[config.mk]
export PLATFORM = sky130hd
export DESIGN_NAME = keyword_substring_detector_flat
export DESIGN_NICKNAME = d
export VERILOG_FILES = /design/src/hdl/ksd_pkg.sv /design/src/hdl/ksd_text_if.sv /design/src/hdl/ksd_result_if.sv /design/src/hdl/ksd_fold_stage.sv /design/src/hdl/ksd_match_core.sv /design/src/hdl/keyword_substring_detector.sv /design/src/flat_wrapper.sv
export SDC_FILE = /design/constraint.sdc
export NUM_CORES = 1
export LEC_CHECK = 0
export BUFFER_PORTS_ARGS = -buffer_cell sky130_fd_sc_hd__buf_2
export CAP_MARGIN = 20
export CORE_AREA = 2 2 79 81
export DETAILED_ROUTE_END_ITERATION = 10
export DIE_AREA = 0 0 81 83
export PLACE_DENSITY = 0.82
export SETUP_SLACK_MARGIN = 0.4
export SLEW_MARGIN = 20
export SYNTH_ARGS = -nofsm -noshare
export SYNTH_HDL_FRONTEND = slang
export SYNTH_SLANG_ARGS = --single-unit
[constraint.sdc]
create_clock -name clk -period 4.2 [get_ports clk]
set_input_delay 0.42 -clock clk [delete_from_list [all_inputs] [get_ports clk]]
set_output_delay 0.42 -clock clk [all_outputs]
set_load 0.005 [all_outputs]
[src/hdl/ksd_pkg.sv]
package ksd_pkg;

    // window and keyword table geometry
    localparam int WinDepth = 9;
    localparam int KwCount  = 9;
    localparam int KwMax    = 10;

    typedef logic [7:0] char_t;
    typedef char_t      kw_chars_t [KwMax];

    // keyword characters, lower case, zero padded
    localparam kw_chars_t KwChars [KwCount] = '{
        '{8'h6d, 8'h72, 8'h62, 8'h65, 8'h61, 8'h73, 8'h74, 8'h00, 8'h00, 8'h00},
        '{8'h70, 8'h72, 8'h61, 8'h6e, 8'h6b, 8'h00, 8'h00, 8'h00, 8'h00, 8'h00},
        '{8'h66, 8'h75, 8'h6e, 8'h6e, 8'h79, 8'h00, 8'h00, 8'h00, 8'h00, 8'h00},
        '{8'h74, 8'h69, 8'h6b, 8'h74, 8'h6f, 8'h6b, 8'h00, 8'h00, 8'h00, 8'h00},
        '{8'h67, 8'h74, 8'h61, 8'h00, 8'h00, 8'h00, 8'h00, 8'h00, 8'h00, 8'h00},
        '{8'h73, 8'h75, 8'h72, 8'h76, 8'h69, 8'h76, 8'h65, 8'h00, 8'h00, 8'h00},
        '{8'h63, 8'h68, 8'h61, 8'h6c, 8'h6c, 8'h65, 8'h6e, 8'h67, 8'h65, 8'h00},
        '{8'h73, 8'h70, 8'h69, 8'h64, 8'h65, 8'h72, 8'h2d, 8'h6d, 8'h61, 8'h6e},
        '{8'h74, 8'h72, 8'h61, 8'h69, 8'h6c, 8'h65, 8'h72, 8'h00, 8'h00, 8'h00}
    };

    // keyword lengths in characters
    localparam logic [3:0] KwLen [KwCount] = '{
        4'd7, 4'd5, 4'd5, 4'd6, 4'd3, 4'd7, 4'd9, 4'd10, 4'd7
    };

    // registered input byte handed to the match core
    typedef struct packed {
        logic  valid;
        logic  last;
        char_t ch;
    } stage_t;

    // result load request from the match core
    typedef struct packed {
        logic load;
        logic found;
    } res_t;

    // ascii upper case to lower case, other bytes unchanged
    function automatic char_t fold_byte(char_t b);
        char_t r;
        r = b;
        if (b >= 8'h41 && b <= 8'h5a)
        begin
            r = b + 8'h20;
        end
        return r;
    endfunction

endpackage

[src/hdl/ksd_text_if.sv]
interface ksd_text_if;
    logic            valid;
    logic            ready;
    ksd_pkg::char_t  char_code;
    logic            last_char;

    modport source (output valid, output char_code, output last_char, input ready);
    modport sink   (input valid, input char_code, input last_char, output ready);
endinterface

[src/hdl/ksd_result_if.sv]
interface ksd_result_if;
    logic valid;
    logic ready;
    logic keyword_found;

    modport source (output valid, output keyword_found, input ready);
    modport sink   (input valid, input keyword_found, output ready);
endinterface

[src/hdl/ksd_fold_stage.sv]
module ksd_fold_stage
(
    input  logic             clk,
    input  logic             rst_n,
    ksd_text_if.sink         text,
    input  logic             take,
    output ksd_pkg::stage_t  item
);

    logic           valid_reg;
    logic           valid_next;
    logic           last_reg;
    ksd_pkg::char_t ch_reg;
    logic           accept;

    // stage is free when empty or when its byte moves on this cycle
    assign text.ready = !valid_reg || take;
    assign accept     = text.valid && text.ready;

    always_comb
    begin
        valid_next = valid_reg;
        if (accept)
        begin
            valid_next = 1'b1;
        end
        else if (take)
        begin
            valid_next = 1'b0;
        end
    end

    // valid flag
    always_ff @(posedge clk or negedge rst_n)
    begin
        if (!rst_n)
        begin
            valid_reg <= 1'b0;
        end
        else
        begin
            valid_reg <= valid_next;
        end
    end

    // folded byte and end-of-text mark
    always_ff @(posedge clk)
    begin
        if (accept)
        begin
            ch_reg   <= ksd_pkg::fold_byte(text.char_code);
            last_reg <= text.last_char;
        end
    end

    assign item.valid = valid_reg;
    assign item.last  = last_reg;
    assign item.ch    = ch_reg;

endmodule

[src/hdl/ksd_match_core.sv]
module ksd_match_core
(
    input  logic             clk,
    input  logic             rst_n,
    input  ksd_pkg::stage_t  item,
    input  logic             out_ok,
    output logic             take,
    output ksd_pkg::res_t    res
);

    ksd_pkg::char_t win_reg  [ksd_pkg::WinDepth];
    ksd_pkg::char_t win_next [ksd_pkg::WinDepth];
    logic           seen_reg;
    logic           seen_next;
    logic           hit;
    logic [ksd_pkg::KwCount-1:0] kw_hit;

    // a last byte waits for room in the result register
    assign take = item.valid && (!item.last || out_ok);

    // compare every keyword ending at the current byte, in parallel
    always_comb
    begin
        for (int k = 0; k < ksd_pkg::KwCount; k++)
        begin
            kw_hit[k] = (item.ch == ksd_pkg::KwChars[k][int'(ksd_pkg::KwLen[k]) - 1]);
            for (int i = 0; i < ksd_pkg::KwMax - 1; i++)
            begin
                if (i < int'(ksd_pkg::KwLen[k]) - 1)
                begin
                    if (win_reg[i] != ksd_pkg::KwChars[k][int'(ksd_pkg::KwLen[k]) - 2 - i])
                    begin
                        kw_hit[k] = 1'b0;
                    end
                end
            end
        end
    end

    assign hit = |kw_hit;

    // window shift, sticky flag and clear at end of text
    always_comb
    begin
        win_next  = win_reg;
        seen_next = seen_reg;
        if (take)
        begin
            if (item.last)
            begin
                for (int i = 0; i < ksd_pkg::WinDepth; i++)
                begin
                    win_next[i] = '0;
                end
                seen_next = 1'b0;
            end
            else
            begin
                for (int i = 1; i < ksd_pkg::WinDepth; i++)
                begin
                    win_next[i] = win_reg[i-1];
                end
                win_next[0] = item.ch;
                seen_next   = seen_reg || hit;
            end
        end
    end

    always_ff @(posedge clk or negedge rst_n)
    begin
        if (!rst_n)
        begin
            for (int i = 0; i < ksd_pkg::WinDepth; i++)
            begin
                win_reg[i] <= '0;
            end
            seen_reg <= 1'b0;
        end
        else
        begin
            win_reg  <= win_next;
            seen_reg <= seen_next;
        end
    end

    assign res.load  = take && item.last;
    assign res.found = seen_reg || hit;

endmodule

[src/hdl/keyword_substring_detector.sv]
// channel   dir   transaction payload
// text      in    char_code[7:0], last_char
// result    out   keyword_found
//
// one byte per cycle while no last byte waits on a stalled result; a byte
// passes the input register, then the window compare, and the compare of
// the last byte of a text loads the result into the output register
// rst_n clears the window, the match flag and all valid flags
// a stalled result holds input only once a last byte reaches the compare
module keyword_substring_detector
(
    input  logic         clk,
    input  logic         rst_n,
    ksd_text_if.sink     text,
    ksd_result_if.source result
);

    ksd_pkg::stage_t item;
    ksd_pkg::res_t   res;
    logic            take;
    logic            out_ok;
    logic            out_valid_reg;
    logic            found_reg;

    // output register can take a result when empty or being drained
    assign out_ok = !out_valid_reg || result.ready;

    ksd_fold_stage u_fold
    (
        .clk   (clk),
        .rst_n (rst_n),
        .text  (text),
        .take  (take),
        .item  (item)
    );

    ksd_match_core u_core
    (
        .clk    (clk),
        .rst_n  (rst_n),
        .item   (item),
        .out_ok (out_ok),
        .take   (take),
        .res    (res)
    );

    // result valid
    always_ff @(posedge clk or negedge rst_n)
    begin
        if (!rst_n)
        begin
            out_valid_reg <= 1'b0;
        end
        else if (out_ok)
        begin
            out_valid_reg <= res.load;
        end
    end

    // result payload
    always_ff @(posedge clk)
    begin
        if (res.load)
        begin
            found_reg <= res.found;
        end
    end

    assign result.valid         = out_valid_reg;
    assign result.keyword_found = found_reg;

endmodule

[src/flat_wrapper.sv]
// flat-port wrapper written by rule: the top's interface ports become plain ports
module keyword_substring_detector_flat 
  (clk, rst_n, text_valid, text_char_code, text_last_char, text_ready, result_valid, result_keyword_found, result_ready);
  ksd_text_if text_i ();
  ksd_result_if result_i ();
  input  logic clk;
  input  logic rst_n;
  input wire logic [$bits(text_i.valid)-1:0] text_valid;
  input wire logic [$bits(text_i.char_code)-1:0] text_char_code;
  input wire logic [$bits(text_i.last_char)-1:0] text_last_char;
  output wire logic [$bits(text_i.ready)-1:0] text_ready;
  output wire logic [$bits(result_i.valid)-1:0] result_valid;
  output wire logic [$bits(result_i.keyword_found)-1:0] result_keyword_found;
  input wire logic [$bits(result_i.ready)-1:0] result_ready;
  assign text_i.valid = text_valid;
  assign text_i.char_code = text_char_code;
  assign text_i.last_char = text_last_char;
  assign text_ready = text_i.ready;
  assign result_valid = result_i.valid;
  assign result_keyword_found = result_i.keyword_found;
  assign result_i.ready = result_ready;
  keyword_substring_detector u_core (.clk(clk), .rst_n(rst_n), .text(text_i), .result(result_i));
endmodule
---- After elaboration in Yosys (flattened, before gate mapping) ----
Index checks and enable logic that the tools add are counted.
cells by class
  multiplexer cells ....................... 55
  equality and inequality tests ........... 51
  reduce and logical (&&, ||, !) cells .... 13
  add/subtract/negate cells ............... 1
  magnitude comparators ................... 2
operator list
  kind                                                               count
  != test 8 x 7 -> 1 bit, second input constant                      43
  2-to-1 mux 72 bit                                                  1
  equality test 8 x 7 -> 1 bit, second input constant                7
  2-to-1 mux 1 bit                                                   53
  OR reduction 9 bit                                                 1
  adder 8 x 6 -> 8 bit, second input constant                        1
  greater-or-equal comparator 8 x 7 -> 1 bit, second input constant  1
  <= comparator 8 x 7 -> 1 bit, second input constant                1
  2-to-1 mux 8 bit                                                   1
  != test 8 x 6 -> 1 bit, second input constant                      1
  logical AND 1 bit                                                  4
  logical OR 1 bit                                                   4
  zero test 1 bit                                                    3
  nonzero test 2 bit                                                 1
storage, ports and cells
  word-level logic and storage cells ...... 137
  flip-flop bits (word level) ............. 85
  bits of input ports ..................... 13

---- Depth between registers and ports, before layout ----
Gate-level depths: netlist (run 1).
  depth after elaboration ................. 13
  gate-level depth with buffers ........... 6
  gate-level depth less buffers ........... 6

---- Hierarchy ----
From an unflattened synthesis (run 1), not the netlist that was laid out.
unflattened totals
  cells, all modules ...................... 305
  area total of the unflattened synthesis .. 3808.7 um2
modules (own cells, without submodules)
  module                      seq. area each (um2)  area each (um2)  times used  cells an instance
  ksd_match_core              1826.8                3319.4           1           275
  ksd_fold_stage              295.3                 411.6            1           26
  keyword_substring_detector  55.1                  77.6             1           4

---- Worst setup path after synthesis (run 1) ----
No wires, ideal clock.
  kind .................................... register to register
  start ................................... reg u_core.u_core.win_reg[23] (netlist name)
  end ..................................... reg u_core.u_core.seen_reg
  arrival ................................. 1.970 ns
  data required time ...................... 4.118 ns
  cell stages (with the launch flop) ...... 7
  setup slack ............................. 2.148 ns
  period minus slack after synthesis ...... 2.052 ns
  cells stage by stage .................... dfrtp_1 > nand4b_1 > or4b_1 > or4_4 > nor4_1 > a21oi_1 > a31oi_1
on the way
  longest elaborated chain between the ends .. 7
RTL lines
  element                        line                  source
  from (decl)                    ksd_match_core.sv:11  ksd_pkg::char_t win_reg [ksd_pkg::WinDepth];
  from (signal assigned)         ksd_match_core.sv:81  win_reg <= win_next;
  != test 8 x 7 -> 1 bit         ksd_match_core.sv:31  if (win_reg[i] != ksd_pkg::KwChars[k][int'(ksd_pkg::KwLen[k]) - 2 - i])
  2-to-1 mux 1 bit (3 in a row)  ksd_match_core.sv:31
  OR reduction 9 bit *           ksd_match_core.sv:40  assign hit = |kw_hit;
  logical OR 1 bit *             ksd_match_core.sv:64  seen_next = seen_reg || hit;
  2-to-1 mux 1 bit *             ksd_match_core.sv:49  if (item.last)
  to (signal assigned)           ksd_match_core.sv:82  seen_reg <= seen_next;
  to (decl)                      ksd_match_core.sv:13  logic seen_reg;
Mark *: on every way between the ends. The rest lies on a longest branch, timed or not.
A chain may end at the register's enable or synchronous reset.

---- Worst setup path in the final report (run 1) ----
Ends and elaborated chain as after synthesis.

==> results.md, run 1 <==
- Status: completed
- Critical path type: register to register
- RSZ-0062 raised after global routing: no
- Reg2reg start: u_core.u_core.win_reg[23]$_DFFE_PN0P_
- Design area: 0.00409 mm²
- Max FFs per register: 72
- HP Class: primary input to asynchronous set/reset pin
- Top FF cell, synth: dfrtp_1
- Synth-to-Final Area Change: 9.33%
- Yosys top cell area share: 50.2%
- CTS tree: done
- Number of I/O pins: 16
- Final setup vio count: 0
- First-pass GRT wire length: approximately 14 mm
- Critical path launch point type: register
- Worst-path maximum fanout: 3
- Antenna Cells: 0
- DRC Markers: 0
- DIE HEIGHT: 83 µm
- Cell Pwr Density: 394 mW/mm²
- Yosys top cell by area: dfrtp_1
- Syn Area/Cell: 12.6 µm²
- Clock slew at reported path FFs: ~0.090 ns
- Area of placed instances: a little under 0.004 mm²
- Post-CTS Resized: 0
- Layout cells sized above 1: 13.9%
- Netlist Area Pre-Place: around 0.0037 mm²
- IO Port Bufs: 15
- Flop-to-flop setup slack: roughly 1.9 ns
- Post-CTS setup buffer count: 0
- Final hold violations: 0
- Max frequency: 429 MHz
- Initial antenna violation count: 0
- CTS Buffer Depth: 2
- Ranking of synthesized cells by area: dfrtp_1 50%, a22o_1 16%, edfxtp_1 8.0%
- Final Net Count: about 330
- Worst IR drop on VDD: 0.000351 V
- Crit. End Element: register
- Total Routed Length: 8.11 mm
- Initial drt markers: roughly 260
- Full die area: slightly below 0.007 mm²
- Final Slew Violations: 0
- Clock network fraction of design power: between 30% and 40%
- Critical Path RT: 4.47 ns
- Least-Margin Pin Slew: between 0.8 and 0.9 ns
- Sequential share of power: between 50% and 60%
- P_leak: ~1.7 nW
- Fin Setup TNS: 0 ns
- Gpl congestion: around 1
- Period Utilization, post-route: 55.5%
- Root Driver: clkbuf_8
- Antenna-violating nets left: 0
- Max_slew headroom: approximately two fifths
- Asr flop ratio synth: ~90%
- Register area share after synthesis: between 50% and 60%
- WL per Instance: just over 20 µm
- Worst path arrival time: 2.60 ns
- Yosys reg bits: 85
- Vias per cell: approximately 7
- Core Box Area: ~0.0058 mm²
- Min cycle time layout: about 2.3 ns
- Rows: 28
- Synth warnings: 0
- Layout Skew: about 0.0095 ns
- Net Count, Synth: approximately 310
- Cell-internal power: approximately 1.2 mW
- Post-DP HPWL: 5.55 mm
- Gate power share: 7.4%
- Worst Setup SP: u_core.u_core.win_reg[23]$_DFFE_PN0P_
- Pin count of the biggest net entering global routing: 76
- Total CTS buffers: 9
- Commonest cells after routing, fill and taps aside: 75 x dfrtp_1, 70 x a22o_1, 14 x nand3b_1, 14 x buf_2, 11 x nor3_1
- Via count: around 2.7k
- Post-CTS Hold Fix Bufs: 0
- Later-pin clock latency in the skew report: roughly 0.35 ns
- Global route overflow: 0
- Post-synth cell types: 42
- Commonest non-fill, non-tap cell in the layout: dfrtp_1
- Syn Inst Count: approximately 300
- Htree depth: 3
- Clk sink count: 85
- Switching share of power: about a quarter
- Chip width: 81 µm
- R2R depth: 6
- Initial Util: between 60% and 70%
- Vias in the first global route: between 2k and 3k
- First drt pass iteration count: 4
- R2R Path End: u_core.u_core.seen_reg$_DFFE_PN0P_
- GRT Total Usage: 26.8%
- Sw power: ~0.42 mW
- Post-synth EDFFs: 10
- Max_cap viols: 0
- Fill cells: approximately 450
## worst max path at each step
| stage | endpoint | slack [ns] |
|---|---|---|
| 2_1_floorplan | u_core.u_core.seen_reg$_DFFE_PN0P_ | 2.15 |
| 3_3_place_gp | u_core.u_core.seen_reg$_DFFE_PN0P_ | 1.96 |
| 3_5_place_dp | u_core.u_core.seen_reg$_DFFE_PN0P_ | 1.92 |
| 4_1_cts | u_core.u_core.seen_reg$_DFFE_PN0P_ | 1.89 |
| 5_1_grt | u_core.u_core.seen_reg$_DFFE_PN0P_ | 1.81 |
| 6_report | u_core.u_core.seen_reg$_DFFE_PN0P_ | 1.87 |
## cell type report
cell class,count,area (µm²),area share [%]
Inverter,3,11.3,0.275
Sequential cell,85,2180,53.2
Clock buffer,11,163,3.98
Tap cell,75,93.8,2.29
Multi-Input combinational cell,195,1510,36.8
Timing Repair Buffer,18,100,2.45
Clock inverter,5,38.8,0.948
## per-layer routing
metal / global-route usage [%] / up-vias / share of wire [%]
met4: 10.0 / 0 / 2.4
met1: 42.9 / 1395 / 47
li1: - / 1226 / -
met2: 35.8 / 106 / 44
met3: 5.54 / 18 / 6.4
met5: 0 / - / 0
## Yosys cell counts, drive strengths merged, types with 2 or more instances
library cell and number:
nand3 5, nand4bb 2, nor3 11, or4bb 2
clkbuf 15, edfxtp 10, nand2b 5, a31oi 2
nand4 6, or4b 4, or4 4, or3b 3
inv 3, and3 2, or3 2, o21ai 2
or2 3, dfrtp 75, nor4 11, nor2b 2
nor4bb 6, nor2 6, a21oi 4, nand3b 14
nor4b 3, nand2 6, nand4b 9, a22o 72
## power groups by stage
stage	combinational, mW	sequential, mW	clock [mW]
floorplan	0.0837	0.921	0
global placement	0.117	0.941	0
detailed placement	0.120	0.941	0
CTS	0.121	0.925	0.572
global route	0.134	0.933	0.616
finish	0.120	0.927	0.564
## stage by stage
| stage | power (mW) | cells | worst slack [ns] | util (%) | hold slack (ns) |
|---|---|---|---|---|---|
| final | 1.61 | 392 | 1.87 | 70.3 | 0.199 |
| after CTS | 1.62 | 392 | 1.89 | 70.3 | 0.224 |
| after floorplan | 1.00 | 298 | 2.15 | - | 0.124 |
| after global placement | 1.06 | 376 | 1.96 | 66.9 | 0.481 |
| after detailed placement | 1.06 | 376 | 1.92 | 66.9 | 0.489 |
| after global routing | 1.68 | 392 | 1.81 | 70.3 | 0.230 |
## kinds of logic (layout without fill, tap and decap cells)
logic type | Yosys count | count (layout) | synth area share (%)
AO/OA/AOI/OAI | 85 | 85 | 19.2
adder cells (fa/ha/maj) | 1 | 1 | 0.334
buffers and inverters | 18 | 37 | 1.81
flip-flops | 85 | 85 | 58.2
AND/OR/NAND/NOR | 109 | 109 | 20.5
## worst max-delay path: stages, from the launching register on
cell      delay, ns
dfrtp_1        0.40
nand4b_1       0.16
or4b_1         0.47
or4_4          0.54
nor4_1         0.39
a21oi_1        0.15
a31oi_1        0.15
No activity file was read; power rests on OpenSTA's default activity.
==> inputs of run 2 (changes only) <==
--- a/config.mk
+++ b/config.mk
@@ -7,10 +7,10 @@
 export LEC_CHECK = 0
 export BUFFER_PORTS_ARGS = -buffer_cell sky130_fd_sc_hd__buf_2
 export CAP_MARGIN = 20
-export CORE_AREA = 2 2 79 81
+export CORE_AREA = 2 2 82 84
 export DETAILED_ROUTE_END_ITERATION = 10
-export DIE_AREA = 0 0 81 83
-export PLACE_DENSITY = 0.82
+export DIE_AREA = 0 0 84 86
+export PLACE_DENSITY = 0.77
 export SETUP_SLACK_MARGIN = 0.4
 export SLEW_MARGIN = 20
 export SYNTH_ARGS = -nofsm -noshare
==> constraint.sdc (replaced) <==
create_clock -name clk -period 2.37 [get_ports clk]
set_input_delay 0.237 -clock clk [delete_from_list [all_inputs] [get_ports clk]]
set_output_delay 0.237 -clock clk [all_outputs]
set_load 0.005 [all_outputs]
==> results.md, run 2 (synthesis gave the netlist of run 1 again) <==
- Max_cap viols: 0
- Final setup margin: ~0.26 ns
- Antenna Cells: 0
- Final hold violations: 0
- Cell Pwr Density: a little under 700 mW/mm²
- RSZ-0062 raised after global routing: yes
- Sw power: around 0.72 mW
- CP cell instances: or4b_4, or4_4, nor4_4, a31oi_1, a2bb2oi_1, nand3_1
- Post-CTS Hold Fix Bufs: 0
- Via count: 2873
- Layout Cells excl Fill: roughly 400
- Antenna-violating nets left: 0
- Vias in the first global route: between 2k and 3k
- Worst path arrival time: between 2 and 2.5 ns
- Final Net Count: 339
- Core Box Area: around 0.0063 mm²
- Delay-heaviest family, CP: simple AND/OR/NAND/NOR gates
- Flop-to-flop setup slack: ~0.26 ns
- First-pass GRT wire length: 14.9 mm
- Post-Place Cells: around 380
- Final setup vio count: 0
- WL per Instance: between 20 and 25 µm
- Root Driver: clkbuf_8
- Period Utilization, post-route: between 80% and 90%
- Commonest cells after routing, fill and taps aside: 71 x dfrtp_1, 70 x a22o_1, 15 x buf_4, 14 x nand3b_1, 14 x buf_2
- Area of placed instances: approximately 0.0039 mm²
- Max FFs per register: 72
- Gate power share: about 8.4%
- Global route overflow: 0
- DP Worst Slack: 0.214 ns
- Layout Skew: between 0.009 and 0.01 ns
- GRT Total Usage: a little over a quarter
- R2R depth: 6
- Min Hold Slack: 0.0224 ns
- Worst-path maximum fanout: 5
- Clock network fraction of design power: between 30% and 40%
- First drt pass iteration count: 6
- Initial antenna violation count: 0
- P_leak: roughly 1.8 nW
- Sequential share of power: between 50 and 60%
- Chip width: ~84 µm
- Clk sink count: 85
- Critical Path Max Stage Delay: approximately 0.52 ns
- Fill cells: ~450
- CTS Buffer Depth: 2
- Switching share of power: roughly a quarter
- Vias per cell: about 7.1
- Rows: 29
- Commonest non-fill, non-tap cell in the layout: dfrtp_1
- Final Slew Violations: 0
- Number of I/O pins: 16
- Initial drt markers: slightly above 400
- Synth-to-Final Area Change: 15.1%
- Total Routed Length: 9.09 mm
- Cell-internal power: around 2.3 mW
- Reg2reg start: u_core.u_core.win_reg[40]$_DFFE_PN0P_
- Total CTS buffers: 9
- Max_slew headroom: about two fifths
- DRC Markers: 0
- DIE HEIGHT: between 80 and 90 µm
- HP Class: primary input to asynchronous set/reset pin
- Htree depth: 3
- Crit path max-delay cell type: or4_4
- R2R Path End: u_core.result.keyword_found$_DFFE_PP_
- Least-Margin Pin Slew: ~0.9 ns
- Clock slew at reported path FFs: 0.08 ns
- Design area: ~0.0043 mm²
- Min cycle time layout: between 2 and 2.5 ns
- Initial Util: 59.6%
- IO Port Bufs: 15
- Buf+Inv Stages, Crit Path: 0
- Full die area: 0.00722 mm²
- Fin Setup TNS: 0 ns
- Gpl congestion: around 1.2
- Critical path type: register to register
- Critical path launch point type: register
- Worst IR drop on VDD: ~0.00078 V
- Status: completed
- Pin count of the biggest net entering global routing: 76
- Post-DP HPWL: roughly 5.7 mm
- Layout cells sized above 1: ~20%
- Later-pin clock latency in the skew report: around 0.35 ns
- CTS tree: done
- Critical Path RT: around 2.6 ns
- Max frequency: roughly 470 MHz
- Crit. End Element: register
[run 2: stage by stage]
step                power (mW)  util (%)
finish                    2.99      68.6
global placement          1.90      62.9
floorplan                 1.78         -
global route              3.10      68.6
detailed placement        1.90      62.9
CTS                       3.00      67.6
[run 2: layout make-up]
type                    instances  area (µm²)  area share, %
flip-flops and latches         85        2180           50.7
well taps                      77        96.3           2.24
inverters                       3        11.3          0.262
repair buffers                 31         223           5.17
multi-input cells             195        1570           36.5
clock buffers                  13         181           4.22
clock inverters                 3        40.0          0.930
[run 2: power by group through the flow]
stage | combinational, mW | sequential [mW] | clock [mW]
CTS | 0.244 | 1.64 | 1.12
detailed placement | 0.233 | 1.67 | 0
global route | 0.275 | 1.65 | 1.18
global placement | 0.228 | 1.67 | 0
floorplan | 0.148 | 1.63 | 0
finish | 0.251 | 1.64 | 1.10
[run 2: how the worst max path moves through the flow]
stage | from | endpoint | slack [ns] | cells past startpoint
global placement | u_core.u_core.win_reg[31]$_DFFE_PN0P_ | u_core.u_core.seen_reg$_DFFE_PN0P_ | 0.18 | 6
CTS | u_core.u_core.win_reg[49]$_DFFE_PN0P_ | u_core.result.keyword_found$_DFFE_PP_ | 0.31 | 6
floorplan | u_core.u_core.win_reg[49]$_DFFE_PN0P_ | u_core.result.keyword_found$_DFFE_PP_ | 0.41 | 6
finish | u_core.u_core.win_reg[40]$_DFFE_PN0P_ | u_core.result.keyword_found$_DFFE_PP_ | 0.26 | 6
detailed placement | u_core.u_core.win_reg[31]$_DFFE_PN0P_ | u_core.u_core.seen_reg$_DFFE_PN0P_ | 0.21 | 6
global route | u_core.u_core.win_reg[40]$_DFFE_PN0P_ | u_core.result.keyword_found$_DFFE_PP_ | 0.20 | 6
[run 2: per-layer routing]
layer  GRT usage, %  share of wire (%)  vias to the layer above
met5              0                  0                        -
met4           11.9                3.2                        0
met3           6.93                7.3                       34
met2           38.2                 44                      150
met1           38.7                 45                     1430
li1               -                  -                     1259
[run 2: repair_timing]
item	in CTS	in global routing
setup endpoints to repair	2	2
resized for setup	7	7
pin swaps	1	1
setup buffers	4	5
